==> config.mk <==
export PLATFORM = sky130hd
export DESIGN_NAME = csgn_div
export DESIGN_NICKNAME = d
export VERILOG_FILES = /design/src/hdl/csgn_pkg.sv /design/src/hdl/csgn_div.sv
export SDC_FILE = /design/constraint.sdc
export NUM_CORES = 1
export LEC_CHECK = 0
export ABC_AREA = 1
export ABC_CLOCK_PERIOD_IN_PS = 3000
export BUFFER_PORTS_ARGS = -buffer_cell sky130_fd_sc_hd__buf_2
export CAP_MARGIN = 30
export CORE_ASPECT_RATIO = 1.5
export CORE_MARGIN = 2
export CORE_UTILIZATION = 58
export CTS_CLUSTER_DIAMETER = 40
export DETAILED_ROUTE_END_ITERATION = 12
export GPL_TIMING_DRIVEN = 0
export PLACE_DENSITY = 0.8
export SLEW_MARGIN = 20
export SYNTH_ARGS = -nofsm -noshare
export SYNTH_HDL_FRONTEND = slang
export SYNTH_SLANG_ARGS = --single-unit
==> constraint.sdc <==
create_clock -name i_clk -period 3 [get_ports i_clk]
set_clock_uncertainty 0.15 [all_clocks]
set_input_delay 0.3 -clock i_clk [delete_from_list [all_inputs] [get_ports i_clk]]
set_output_delay 0.3 -clock i_clk [all_outputs]
set_load 0.1 [all_outputs]
==> src/hdl/csgn_pkg.sv <==
`timescale 1ns / 1ps
// ----------------------------------------------------------------------------
// csgn_pkg
// shared types, codes and defaults of the sparse group normalizer
// ----------------------------------------------------------------------------
package csgn_pkg;

    localparam int CSGN_MAX_ENTRIES = 1024;
    localparam int CSGN_INDEX_BITS  = 16;
    localparam int VAL_W            = 32;
    localparam int SUM_W            = 48;
    localparam int QUOT_W           = 32;
    localparam int PORT_IDX_W       = 16;

    // function codes carried on the slave tuser
    localparam logic [1:0] FUNC_LOAD  = 2'd0;
    localparam logic [1:0] FUNC_READ  = 2'd1;
    localparam logic [1:0] FUNC_CLEAR = 2'd2;

    // status codes carried on the master tuser
    localparam logic [1:0] STAT_OK        = 2'd0;
    localparam logic [1:0] STAT_ZERO_SUM  = 2'd1;
    localparam logic [1:0] STAT_NONE_LEFT = 2'd2;
    localparam logic [1:0] STAT_DROPPED   = 2'd3;

    typedef enum logic [2:0] {
        CO_HOLD,
        CO_LOAD,
        CO_ROT,
        CO_SORT_EVEN,
        CO_SORT_ODD
    } t_cell_op;

    typedef struct packed {
        t_cell_op op;
        logic     by_rows;
    } t_cell_ctl;

    typedef enum logic [2:0] {
        S_IDLE,
        S_UNROT,
        S_SORT,
        S_READ,
        S_SUM,
        S_DIVGO,
        S_DIV
    } t_state;

endpackage

==> src/hdl/csgn_div.sv <==
`timescale 1ns / 1ps
// ----------------------------------------------------------------------------
// csgn_div
// restoring divider, one quotient bit per cycle, value * 2^31 / sum
// ----------------------------------------------------------------------------
module csgn_div
    import csgn_pkg::*;
(
    input  logic              i_clk,
    input  logic              i_rst_n,
    input  logic              i_start,
    input  logic [VAL_W-1:0]  i_num,
    input  logic [SUM_W-1:0]  i_den,
    output logic              o_done,
    output logic [QUOT_W-1:0] o_quot
);

    logic [SUM_W-1:0]  r_rem;
    logic [SUM_W-1:0]  r_den;
    logic [QUOT_W-1:0] r_quot;
    logic              r_bit;
    logic [5:0]        r_cnt;
    logic              r_busy;
    logic              r_done;
    logic [SUM_W:0]    trial;
    logic              ge;

    assign trial  = {r_rem, r_bit};
    assign ge     = trial >= {1'b0, r_den};
    assign o_done = r_done;
    assign o_quot = r_quot;

    always_ff @(posedge i_clk) begin
        if (!i_rst_n) begin
            r_busy <= 1'b0;
            r_done <= 1'b0;
            r_cnt  <= '0;
        end else begin
            r_done <= 1'b0;
            if (i_start) begin
                r_busy <= 1'b1;
                r_cnt  <= 6'(QUOT_W);
            end else if (r_busy) begin
                r_cnt <= r_cnt - 6'd1;
                if (r_cnt == 6'd1) begin
                    r_busy <= 1'b0;
                    r_done <= 1'b1;
                end
            end
        end
    end

    // upper quotient bits are zero since value <= sum, so start from value >> 1
    always_ff @(posedge i_clk) begin
        if (i_start) begin
            r_rem  <= SUM_W'(i_num >> 1);
            r_bit  <= i_num[0];
            r_den  <= i_den;
            r_quot <= '0;
        end else if (r_busy) begin
            r_rem  <= ge ? SUM_W'(trial - {1'b0, r_den}) : trial[SUM_W-1:0];
            r_bit  <= 1'b0;
            r_quot <= {r_quot[QUOT_W-2:0], ge};
        end
    end

endmodule

# ---- Yosys cells after proc, flatten, opt, wreduce, memory -nomap -nowiden
# Index checks and enable logic that the tools add are counted.
dict set report classes {
  addsub 2
  n_lt_le_gt_ge 1
  n_eq_ne 1
  n_mux 11
  bitwise 2
  reduce_logical 3
}
# op count
set op_table {}
lappend op_table {{$mux W31} 2}
lappend op_table {{$ge A49 B48 Y1} 1}
lappend op_table {{$mux W48} 1}
lappend op_table {{$sub A48 B48 Y48} 1}
lappend op_table {{$mux W6} 2}
lappend op_table {{$eq A6 B1 Y1 const B} 1}
lappend op_table {{$mux W1} 6}
lappend op_table {{$sub A6 B1 Y6 const B} 1}
lappend op_table {{$reduce_or A3 Y1} 1}
lappend op_table {{$not A1 Y1} 2}
lappend op_table {{$reduce_bool A2 Y1} 1}
lappend op_table {{$reduce_or A2 Y1} 1}
dict set report word_totals {
  register_bits 137
  input_bits 83
  out_inout_bits 33
  word_cells 29
}

# ---- Depth between registers and ports, before layout
dict set report depth {
  word_depth 4
  ltp_mapped 18
  ltp_nobuf 18
}

# ---- Least setup slack after synthesis
# OpenSTA, ideal clock, no wires.
dict set report synth_timing {
  kind {register to register}
  start {register r_rem[26]}
  end {register r_rem[25] (data pin)}
  setup_ns 0.254
  t_arrival_ns 1.982
  t_required_ns 2.596
  path_slack_ns 0.615
  path_stages_with_launch 16
  n_path_buf 1
  synth_period_minus_slack_ns 2.385
  path_cell_list {edfxtp_1 ha_1 nand2_1 inv_2 nand2_1 nor2_1 nand2_1 nor2_1 nand2_1 nand3_1 nor2_4 nand2_8 buf_6 or2_1 nand3_1 nand2_1}
}
dict set report synth_between {
  elab_chain_cells 4
}
# element line
set synth_rtl {}
lappend synth_rtl {{start: declaration} csgn_div.sv:18} ;# logic [SUM_W-1:0] r_rem;
lappend synth_rtl {{start signal: assignment} csgn_div.sv:56} ;# r_rem <= SUM_W'(i_num >> 1);
lappend synth_rtl {{start signal: assignment} csgn_div.sv:61} ;# r_rem <= ge ? SUM_W'(trial - {1'b0, r_den}) : trial[SUM_W-1:0];
lappend synth_rtl {{$ge A49 B48 Y1} csgn_div.sv:29} ;# assign ge = trial >= {1'b0, r_den};
lappend synth_rtl {{$mux W48} csgn_div.sv:61}
lappend synth_rtl {{$mux W31} csgn_div.sv:60} ;# end else if (r_busy) begin
lappend synth_rtl {{$mux W31} csgn_div.sv:55} ;# if (i_start) begin
# No other way between the ends. The select of a mux whose other input is x is not followed.
# A chain may end at the register's enable or synchronous reset.

# ---- Worst setup path after layout
dict set report layout_timing {
  start {register r_rem[11]}
  end {register r_rem[21] (data pin)}
}
dict set report layout_between {
  elab_chain_cells 4
  elab_cells_between_ends 5
  cone_classes {1 x add/sub; 1 x order compare; 3 x mux}
}
# element line
set layout_rtl {}
lappend layout_rtl {{$sub A48 B48 Y48 / $ge A49 B48 Y1 (equally long branches)} {csgn_div.sv:61, csgn_div.sv:29}}
lappend layout_rtl {{$mux W48 *} csgn_div.sv:61}
lappend layout_rtl {{$mux W31 *} csgn_div.sv:60}
lappend layout_rtl {{$mux W31 *} csgn_div.sv:55}
# Every way passes the cells marked *; elsewhere a longest branch is shown, timed or not. The select of a mux whose other input is x is not followed.

==> reports/metrics.yaml <==
critical_path_class: "reg2reg"
fin_crit_sh_pct: 97.1
place_area_sq_um: 10400
cp.arrival_ns: 2.93
layout-drive-gt1-share_pct: 12.9
netlist_area_sq_um: 9540
synthesis.nets: 1555
port_buffers: 115
crit_chain: "ha_1 -> nand2_1 -> inv_1 -> nand2_1 -> nand2_1 -> a21oi_2 -> nand2_2 -> nand3_4 -> nand2_8 -> buf_4 -> o21ai_0 -> o21ai_0"
clock_sinks: 137
post_drt_via_cell_ratio: 5.31
avgRoutedWirePerCell_microns: 17.2
required_ns: 3.02
cts_buffers: 17
fin_util_pct: 72.1
rr_startpoint: "r_rem[11]"
antenna_left: 0
crit_path_frequent_cell: "nand2_1"
num_io_pins: 116
rrSetupSlack_ns: 0.09
reg2reg_depth: 12
synth_commonest_cells: "nand2_1, inv_1, nor2_1"
htree_levels: 4
syn_to_final_growth_pct: 22.3
grt_antenna_before_repair: 1
max_freq_mhz: 343
yosysMostFrequentCell: "nand2_1"
dr.pass1.iters: 5
die_area_sq_um: 17500
status: "complete, but fails checks"
gp_congestion: 1.04
hp-start: "i_num[29]"
synth_top_area_share_pct: 25.2
die_w_microns: 109
synth_seq_cells: 137
async_flop_share_pct: 0
worstSetupStartpointType: "register"
die_h_microns: 161
grt_pass1_wl_mm: 47.9
yosysWarningCount: 0
first_global_vias: 9771
ys_types: 42
dr.first_iter.drc_count: 628
clockBufferDepth: 2
finalSetupTns_ns: 0
holdWs_ns: -0.00304
min_path_cells: 3
slowest_stage: "edfxtp_1"
crit_start: "r_rem[11]"
rows: 57
path_clk_slew_ns: 0.07
worstReg2RegEnd: "r_rem[21]"
wl_mm: 31.4
drc_errors: 0
vias: 9720
core_area_sq_um: 16200
max_stage_delay_ns: 0.41
worstPathMaxFanout: 10
overflow: 0
pre_cts_slack_ns: 0.0667
insertion_delay_ns: 0.44
cts_tree: "done"
period_needed_ns: 2.91
grt_max_degree: 55
ys.flop_type: "edfxtp_1"
slew_violations: 0
finalSetupViolations: 0
final_nets: 1744
syn_area_per_cell_sq_um: 6.72
synth_area_leaders: "edfxtp_1, nand2_1, dfxtp_1"
root_buffer: "clkbuf_16"
yosysTopAreaCell: "edfxtp_1"
initial_core_util_pct: 59.0
slew_headroom_pct: 44.9
dp_hpwl_mm: 23.7
tightest_slew_ns: 0.826
seq_area_frac_synth_pct: 37.1
power_leakage_uw: 0.00594
grt.total_usage_pct: 36.5
min_to: "r_rem[28]"
drv_cap: 0
p_per_area_nw_per_um2: 504
hold_violations: 1
peakVddDrop_mv: 0.484
hold_path.class: "in2reg"
antennaDiodeCount: 0
postLayoutCellArea_sq_um: 11700
worst_slack_ns: 0.0872
failed_checks: "hold timing"
syn_inst: 1421
synth_edf_count: 80
worstSetupEndpointType: "register"
## report_power, final
| group | internal (uW) | switching [uW] | leakage, uW |
|---|---|---|---|
| clock network | 1140 | 1030 | 0.000300 |
| registers | 2110 | 58.9 | 0.00126 |
| logic | 540 | 1000 | 0.00438 |
| total | 3800 | 2090 | 0.00594 |
## worst max path at each step
| stage | end |
|---|---|
| detailed placement | r_rem[27] |
| global route | r_rem[21] |
| global placement | r_rem[13] |
| finish | r_rem[21] |
| CTS | r_rem[27] |
| floorplan | r_rem[25] |
## worst max-delay path, delay by kind of cell (launching register included)
family	cells	cell delay, ns
AO/OA/AOI/OAI	3	0.58
adder cells (fa/ha/maj)	1	0.39
buffers and inverters	2	0.28
flip-flops	1	0.41
AND/OR/NAND/NOR	6	0.82
## metal layers
metal / routed length [microns] / track usage (%) / share of wire (%)
met5: 11 / 0 / 0.035
met1: 10900 / 35.2 / 35
met2: 16100 / 66.0 / 51
met4: 2660 / 28.7 / 8.5
met3: 1730 / 6.94 / 5.5
## sequential cells by signal, indices dropped and copies added (netlist names)
register  cells
r_busy        1
r_bit         1
r_rem        48
o_done        1
o_quot       32
r_den        48
r_cnt         6
## timing repair
item                       4_1_cts  5_1_grt
setup endpoints to repair        0       35
hold buffers                    52        0
resized for setup                0       23
buffers inserted                 0        2
hold endpoints to repair        53        0
## cell usage in the layout, fill, tap and decap left out, drive strengths merged
cell type	instances
nand2	478
nand3	62
clkinv	9
xor2	7
nor3b	3
a21boi	1
ha	50
o211ai	1
dlygate4sd3	52
nand4	20
nor4	2
nand3b	5
nor3	8
nor2	147
buf	131
fa	1
a211oi	1
o22ai	29
a21oi	43
o21bai	8
dfxtp	57
and2	2
inv	303
or2	7
edfxtp	80
and3	2
nor2b	1
xnor2	21
o21ai	60
clkbuf	32
## through the flow
stage	std cells	power, uW
2_1_floorplan	1421	3150
3_3_place_gp	1742	3570
3_5_place_dp	1743	3590
4_1_cts	1827	5800
5_1_grt	1829	6120
6_report	1829	5890
## layout make-up
cell class              count  area [sq um]
clock inverters            15           199
multi-input cells         959          4850
clock buffers              17           425
well taps                 206           258
flip-flops and latches    137          3540
plain buffers              28           149
inverters                 297          1110
fillers                  1280          4510
repair buffers            170          1130
## kinds of logic after synthesis
kind of cell,synth area share (%)
and+or+nand+nor,32.1
DFF,37.1
adders and majority gates,6.76
buffers and inverters,13.2
AOI/OAI and AO/OA,8.25
xor gates and xnor gates,2.57
No activity file was read; power rests on OpenSTA's default activity.
