[src/hdl/csgn_pkg.sv]
`timescale 1ns / 1ps
// ----------------------------------------------------------------------------
// csgn_pkg
// shared types, codes and defaults of the sparse group normalizer
// ----------------------------------------------------------------------------
package csgn_pkg;

    localparam int CSGN_MAX_ENTRIES = 1024;
    localparam int CSGN_INDEX_BITS  = 16;
    localparam int VAL_W            = 32;
    localparam int SUM_W            = 48;
    localparam int QUOT_W           = 32;
    localparam int PORT_IDX_W       = 16;

    // function codes carried on the slave tuser
    localparam logic [1:0] FUNC_LOAD  = 2'd0;
    localparam logic [1:0] FUNC_READ  = 2'd1;
    localparam logic [1:0] FUNC_CLEAR = 2'd2;

    // status codes carried on the master tuser
    localparam logic [1:0] STAT_OK        = 2'd0;
    localparam logic [1:0] STAT_ZERO_SUM  = 2'd1;
    localparam logic [1:0] STAT_NONE_LEFT = 2'd2;
    localparam logic [1:0] STAT_DROPPED   = 2'd3;

    typedef enum logic [2:0] {
        CO_HOLD,
        CO_LOAD,
        CO_ROT,
        CO_SORT_EVEN,
        CO_SORT_ODD
    } t_cell_op;

    typedef struct packed {
        t_cell_op op;
        logic     by_rows;
    } t_cell_ctl;

    typedef enum logic [2:0] {
        S_IDLE,
        S_UNROT,
        S_SORT,
        S_READ,
        S_SUM,
        S_DIVGO,
        S_DIV
    } t_state;

endpackage

[src/hdl/csgn_cell.sv]
`timescale 1ns / 1ps
// ----------------------------------------------------------------------------
// csgn_cell
// one slot of the entry ring: load, rotate and odd-even compare-exchange
// ----------------------------------------------------------------------------
module csgn_cell
    import csgn_pkg::*;
#(
    parameter int IDX        = 0,
    parameter int INDEX_BITS = CSGN_INDEX_BITS,
    parameter int CNT_W      = 11
) (
    input  logic                          i_clk,
    input  t_cell_ctl                     i_ctl,
    input  logic [CNT_W-1:0]              i_count,
    input  logic [2*INDEX_BITS+VAL_W-1:0] i_new,
    input  logic [2*INDEX_BITS+VAL_W-1:0] i_left,
    input  logic [2*INDEX_BITS+VAL_W-1:0] i_right,
    input  logic [2*INDEX_BITS+VAL_W-1:0] i_head,
    input  logic                          i_left_gt,
    output logic [2*INDEX_BITS+VAL_W-1:0] o_entry,
    output logic                          o_gt
);

    localparam int ENT_W = 2*INDEX_BITS + VAL_W;
    localparam int KEY_W = 2*INDEX_BITS;
    localparam logic [CNT_W-1:0] MY_IDX   = CNT_W'(IDX);
    localparam logic [CNT_W-1:0] NEXT_IDX = CNT_W'(IDX + 1);
    localparam logic             MY_PAR   = 1'(IDX % 2);

    logic [ENT_W-1:0] r_entry;
    logic [ENT_W-1:0] n_entry;
    logic [KEY_W-1:0] own_key;
    logic [KEY_W-1:0] right_key;
    logic             left_of_pair;
    logic             right_of_pair;
    logic             phase;

    function automatic logic [KEY_W-1:0] key_of(input logic [ENT_W-1:0] e, input logic rows);
        logic [INDEX_BITS-1:0] row;
        logic [INDEX_BITS-1:0] col;
        row = e[ENT_W-1 -: INDEX_BITS];
        col = e[VAL_W +: INDEX_BITS];
        return rows ? {row, col} : {col, row};
    endfunction

    assign own_key   = key_of(r_entry, i_ctl.by_rows);
    assign right_key = key_of(i_right, i_ctl.by_rows);
    assign o_gt      = own_key > right_key;
    assign o_entry   = r_entry;

    always_comb begin
        phase         = (i_ctl.op == CO_SORT_ODD);
        left_of_pair  = (MY_PAR == phase) && (NEXT_IDX < i_count);
        right_of_pair = (IDX >= 1) && (MY_PAR != phase) && (MY_IDX < i_count);
        n_entry       = r_entry;
        case (i_ctl.op)
            CO_LOAD: begin
                if (MY_IDX == i_count) n_entry = i_new;
            end
            CO_ROT: begin
                // head wraps into the last occupied slot
                if (MY_IDX == i_count - CNT_W'(1)) n_entry = i_head;
                else n_entry = i_right;
            end
            CO_SORT_EVEN, CO_SORT_ODD: begin
                if (left_of_pair && o_gt) n_entry = i_right;
                else if (right_of_pair && i_left_gt) n_entry = i_left;
            end
            default: n_entry = r_entry;
        endcase
    end

    always_ff @(posedge i_clk) begin
        r_entry <= n_entry;
    end

endmodule

[config.mk]
export PLATFORM = sky130hd
export DESIGN_NAME = csgn_cell
export DESIGN_NICKNAME = d
export VERILOG_FILES = /design/src/hdl/csgn_pkg.sv /design/src/hdl/csgn_cell.sv
export SDC_FILE = /design/constraint.sdc
export NUM_CORES = 1
export LEC_CHECK = 0
export BUFFER_PORTS_ARGS = -buffer_cell sky130_fd_sc_hd__clkbuf_2
export CAP_MARGIN = 0
export CORE_ASPECT_RATIO = 0.7
export CORE_MARGIN = 3
export CORE_UTILIZATION = 30
export DETAILED_ROUTE_END_ITERATION = 7
export HOLD_SLACK_MARGIN = 0.1
export SLEW_MARGIN = 20
export SYNTH_ARGS = -nofsm -noshare
export SYNTH_HDL_FRONTEND = slang
export SYNTH_SLANG_ARGS = --single-unit
[constraint.sdc]
create_clock -name i_clk -period 5.2 [get_ports i_clk]
set_input_delay 0.26 -clock i_clk [delete_from_list [all_inputs] [get_ports i_clk]]
set_output_delay 0.26 -clock i_clk [all_outputs]
set_load 0.02 [all_outputs]
* After elaboration in Yosys (flattened, before gate mapping)
Index checks and enable logic that the tools add are counted.
Storage, ports and cells: flip-flop bits (word level) 64, input bits 273, output and inout port bits 65, word-level logic and storage cells 24
Cells by class: add/subtract/negate cells 1, magnitude comparators 2, equal/unequal tests 6, multiplexer cells 6, bitwise gates (word level) 1, reduce and logical (&&, ||, !) cells 7
Operators by type and width (number):
- 2-to-1 mux 64 bit | 3
- one-hot mux 64 bit (3 select lines) | 1
- 2-to-1 mux 32 bit | 2
- greater-than comparator 32 bit | 1
- logical NOT 11 bit | 2
- less-than comparator 1 x 11 -> 1 bit (first input constant) | 1
- subtractor 11 x 1 -> 11 bit (second input constant) | 1
- equality test 3 x 2 -> 1 bit (second input constant) | 2
- inequality test 2 bit (second input constant) | 2
- equality test 3 x 1 -> 1 bit (second input constant) | 1
- equality test 3 bit (second input constant) | 1
- AND reduction 3 bit | 1
- nonzero test 3 bit | 1
- logical AND 1 bit | 2
- OR reduction 2 bit | 1
- inverter 1 bit | 1

* Depth between registers and ports, before layout
word-level depth 6, depth in mapped cells 10, mapped depth without buffers 8

* Least setup slack after synthesis
OpenSTA, ideal clock, no wires.
path kind input port to flip-flop, start input port i_ctl[0] (netlist bit), end register r_entry[0] (netlist: o_entry[0]), enable pin, setup time 421 ps, data arrival time 3690 ps, required time 4779 ps, setup slack 1090 ps, cell stages on the path 8, path buffers 2, cells stage by stage clkbuf_1 > buf_1 > mux2i_1 > ha_1 > nand4_1 > a2111oi_0 > o311a_1 > a211o_1
On the way: word-level cells in the longest chain between the ends 5, elaborated cells between the ends (all ways) 6, those cells by class order compare (1); eq/ne (1); mux (2); reduce/logical (2)
Ends and longest elaborated chain:
- start, declared | RTL line csgn_cell.sv:14 | input t_cell_ctl i_ctl,
- 2-to-1 mux 32 bit | RTL line csgn_cell.sv:44 | return rows ? {row, col} : {col, row};
- greater-than comparator 32 bit * | RTL line csgn_cell.sv:49 | assign o_gt = own_key > right_key;
- logical AND 1 bit * | RTL line csgn_cell.sv:67 | if (left_of_pair && o_gt) n_entry = i_right;
- inequality test 2 bit (no source line) *
- AND reduction 3 bit (no source line) *
- end signal, assigned | RTL line csgn_cell.sv:75 | r_entry <= n_entry;
- end, declared | RTL line csgn_cell.sv:31 | logic [ENT_W-1:0] r_entry;
Mark *: on every way between the ends. The rest lies on a longest branch, timed or not. A chain may end at the register's enable or synchronous reset.

* Final worst setup path
start input port i_ctl[0] (netlist bit), end register r_entry[43] (netlist: o_entry[43]), enable pin
Same word-level chain as after synthesis.

==> out/results.txt <==
clock latency on the worst-skew pair = 0.33 ns
Clock Sinks = 64
PortBufs = 272
post-synth cell types = 36
CTS tree = done
peak supply drop = 0.000135 V
Synth Cell Area = 4580 um2
post-route ant nets = 0
hold buffer count at cts = 0
Critical Path Stages = 9
total iterations of the first detailed-routing run = 4
max cap viols = 0
Final Util = 43.2%
cell chosen for the clock root = clkbuf_16
synthesized flop and latch total = 64
initial DRC count = 225
largest net degree at the start of global routing = 65
max reg flops = 64
ys flop type = edfxtp_1
n_diodes = 0
row count = 37
Worst-path clk slew = 0.05 ns
Die X = 154 um
FF-to-FF End = o_entry[43]
critical path's top delay family = compound AO/OA/AOI/OAI gates
core area = 14800 um2
fin area = 6390 um2
die height = 109 um
crit path DAT = 4.23 ns
slowest CP cell = a211o_2
# Post-CTS Setup Buffers = 0
fin crit period = 4.24 ns
Total Wirelength = 14800 um
initial antenna violation count = 0
GRT Residual Overflow = 0
synth top area cells = edfxtp_1 (42%), a22oi_1 (10%), ha_1 (8.7%)
detailed-placement wirelength estimate = 11900 um
Fin Setup TNS = 0 ns
number of vias per cell = 4.94
critical path launch point = i_ctl[0]
Post-synth EDFFs = 64
fraction of layout cells with a size suffix above 1 = 46.2%
R2R cell count = 7
RSZ-0062 raised after global routing = false
routed vias = 4491
Startpoint Class = input pin
Post-Syn Nets = 751
R2R setup slack = 1.49 ns
Critical Path RT = 5.20 ns
commonest cells in the netlist = a22oi_1 (64), edfxtp_1 (64), inv_1 (64)
Total GRT Usage = 16.8%
Worst Clk Skew = 0.0104 ns
Placer Congestion = 0.827
critical path fanouts, max = 42
Largest stage delay, worst path = 0.75 ns
io pins = 338
drt drc = 0
Clock Path Buffers = 2
final setup vio count = 0
DIE AREA = 16800 um2
crit path buf inv count = 3
worst min-delay path class = input pin to flip-flop
Worst slew margin = 35.0%
Yosys Warn Count = 0
fin nets = 1015
Hold Vio Cnt, Final = 0
vias in the first global route = 4389
Static Leak = 3.13 nW
post-cts resize count = 0
top cell type's share of synthesized area = 42.0%
crit-path cells = buf_2 -> buf_4 -> mux2_2 -> ha_1 -> a21oi_1 -> a2111oi_0 -> o311a_1 -> a211o_2 -> buf_4
FFs w/ async S/R, synth = 0%
Worst R2R Start = o_entry[62]
total power per unit cell area = 250 nW/um2
placed instance count = 894
drt wl/cell = 16.3 um
Cell Area, Placed = 6140 um2
Final period util = 81.4%
Num CTS Buffers = 9
Cells after Synth = 446
Area Overhead vs Synth = 39.7%
Max Fclk = 0.236 GHz
Post-Layout Cell Count = 909
Critical Path End = o_entry[43]
Most common cell on crit path = buf_4
H-tree depth = 3
Worst-Margin Slew = 0.975 ns
Crit Path Class = input pin to flip-flop
Slew Limit Fails = 0
Syn Area/Cell = 10.3 um2
largest area contributor in the netlist = edfxtp_1
first-pass GRT wire length = 22200 um
initial core utilization = 30.9%
sequential area share after synthesis = 42.0%
status = finished clean
endpoint class of the critical path = flip-flop
## through the flow
| step | hold slack [ns] | setup WS (ns) | power, mW |
|---|---|---|---|
| finish | 0.231 | 0.965 | 1.60 |
| global route | 0.231 | 0.622 | 1.70 |
| CTS | 0.214 | 0.904 | 1.63 |
| detailed placement | 0.565 | 0.544 | 1.09 |
| global placement | 0.558 | 0.739 | 1.08 |
| floorplan | 0.469 | 1.09 | 0.902 |
## worst min path at each step
stage | slack [ns] | startpoint | depth (start not counted) | end
detailed placement | 0.56 | i_head[22] | 3 | o_entry[22]
global route | 0.23 | i_head[9] | 3 | o_entry[9]
finish | 0.23 | i_head[33] | 3 | o_entry[33]
global placement | 0.56 | i_head[22] | 3 | o_entry[22]
floorplan | 0.47 | i_head[0] | 2 | o_entry[0]
CTS | 0.21 | i_head[54] | 3 | o_entry[54]
## cell usage in the layout (no fill, tap or decap), types with 7 or more instances in the layout
cell	netlist	layout
mux2i_1	32	32
inv_1	64	64
clkbuf_16	0	9
nand4_1	8	8
ha_1	32	32
buf_4	0	7
edfxtp_1	64	64
o21ai_0	62	62
a21oi_1	14	13
clkbuf_2	0	271
mux2_2	31	31
a22oi_1	64	64
nand2_1	7	7
## report_power, final
| part | switching (mW) | leakage (nW) | internal, mW |
|---|---|---|---|
| registers | 0.0196 | 0.601 | 0.626 |
| clock network | 0.208 | 0.132 | 0.315 |
| logic | 0.243 | 2.40 | 0.189 |
## logic make-up (layout without fill, tap and decap cells)
group,after synthesis,after routing,share of synthesized area (%)
and+or+nand+nor,36,36,4.45
buffers and inverters,90,358,7.73
adders and majority gates,32,32,8.75
AOI/OAI and AO/OA,161,161,22.5
muxes,63,63,14.6
DFF,64,64,42.0
## layer usage
layer / up-vias / routed length, um / global-route usage [%]
met2: 170 / 7410 / 29.8
li1: 2221 / - / -
met4: 0 / 219 / 4.73
met3: 13 / 963 / 4.13
met1: 2087 / 6200 / 20.7
met5: - / 0 / 0
## worst register-to-register path, stage by stage, from the launching register on
cell	delay, ns
edfxtp_1	0.42
mux2_2	0.28
ha_1	0.32
nand4_1	0.23
a2111oi_0	0.66
o311a_1	0.26
a211o_2	0.75
buf_4	0.46
## layout make-up
class	count	area, um2
repair buffers	279	1410
clock inverters	5	25.0
fillers	1470	8420
well taps	195	244
inverters	64	240
clock buffers	10	229
flip-flops and latches	64	1920
multi-input cells	292	2320
(Power assumes the default switching activity.)
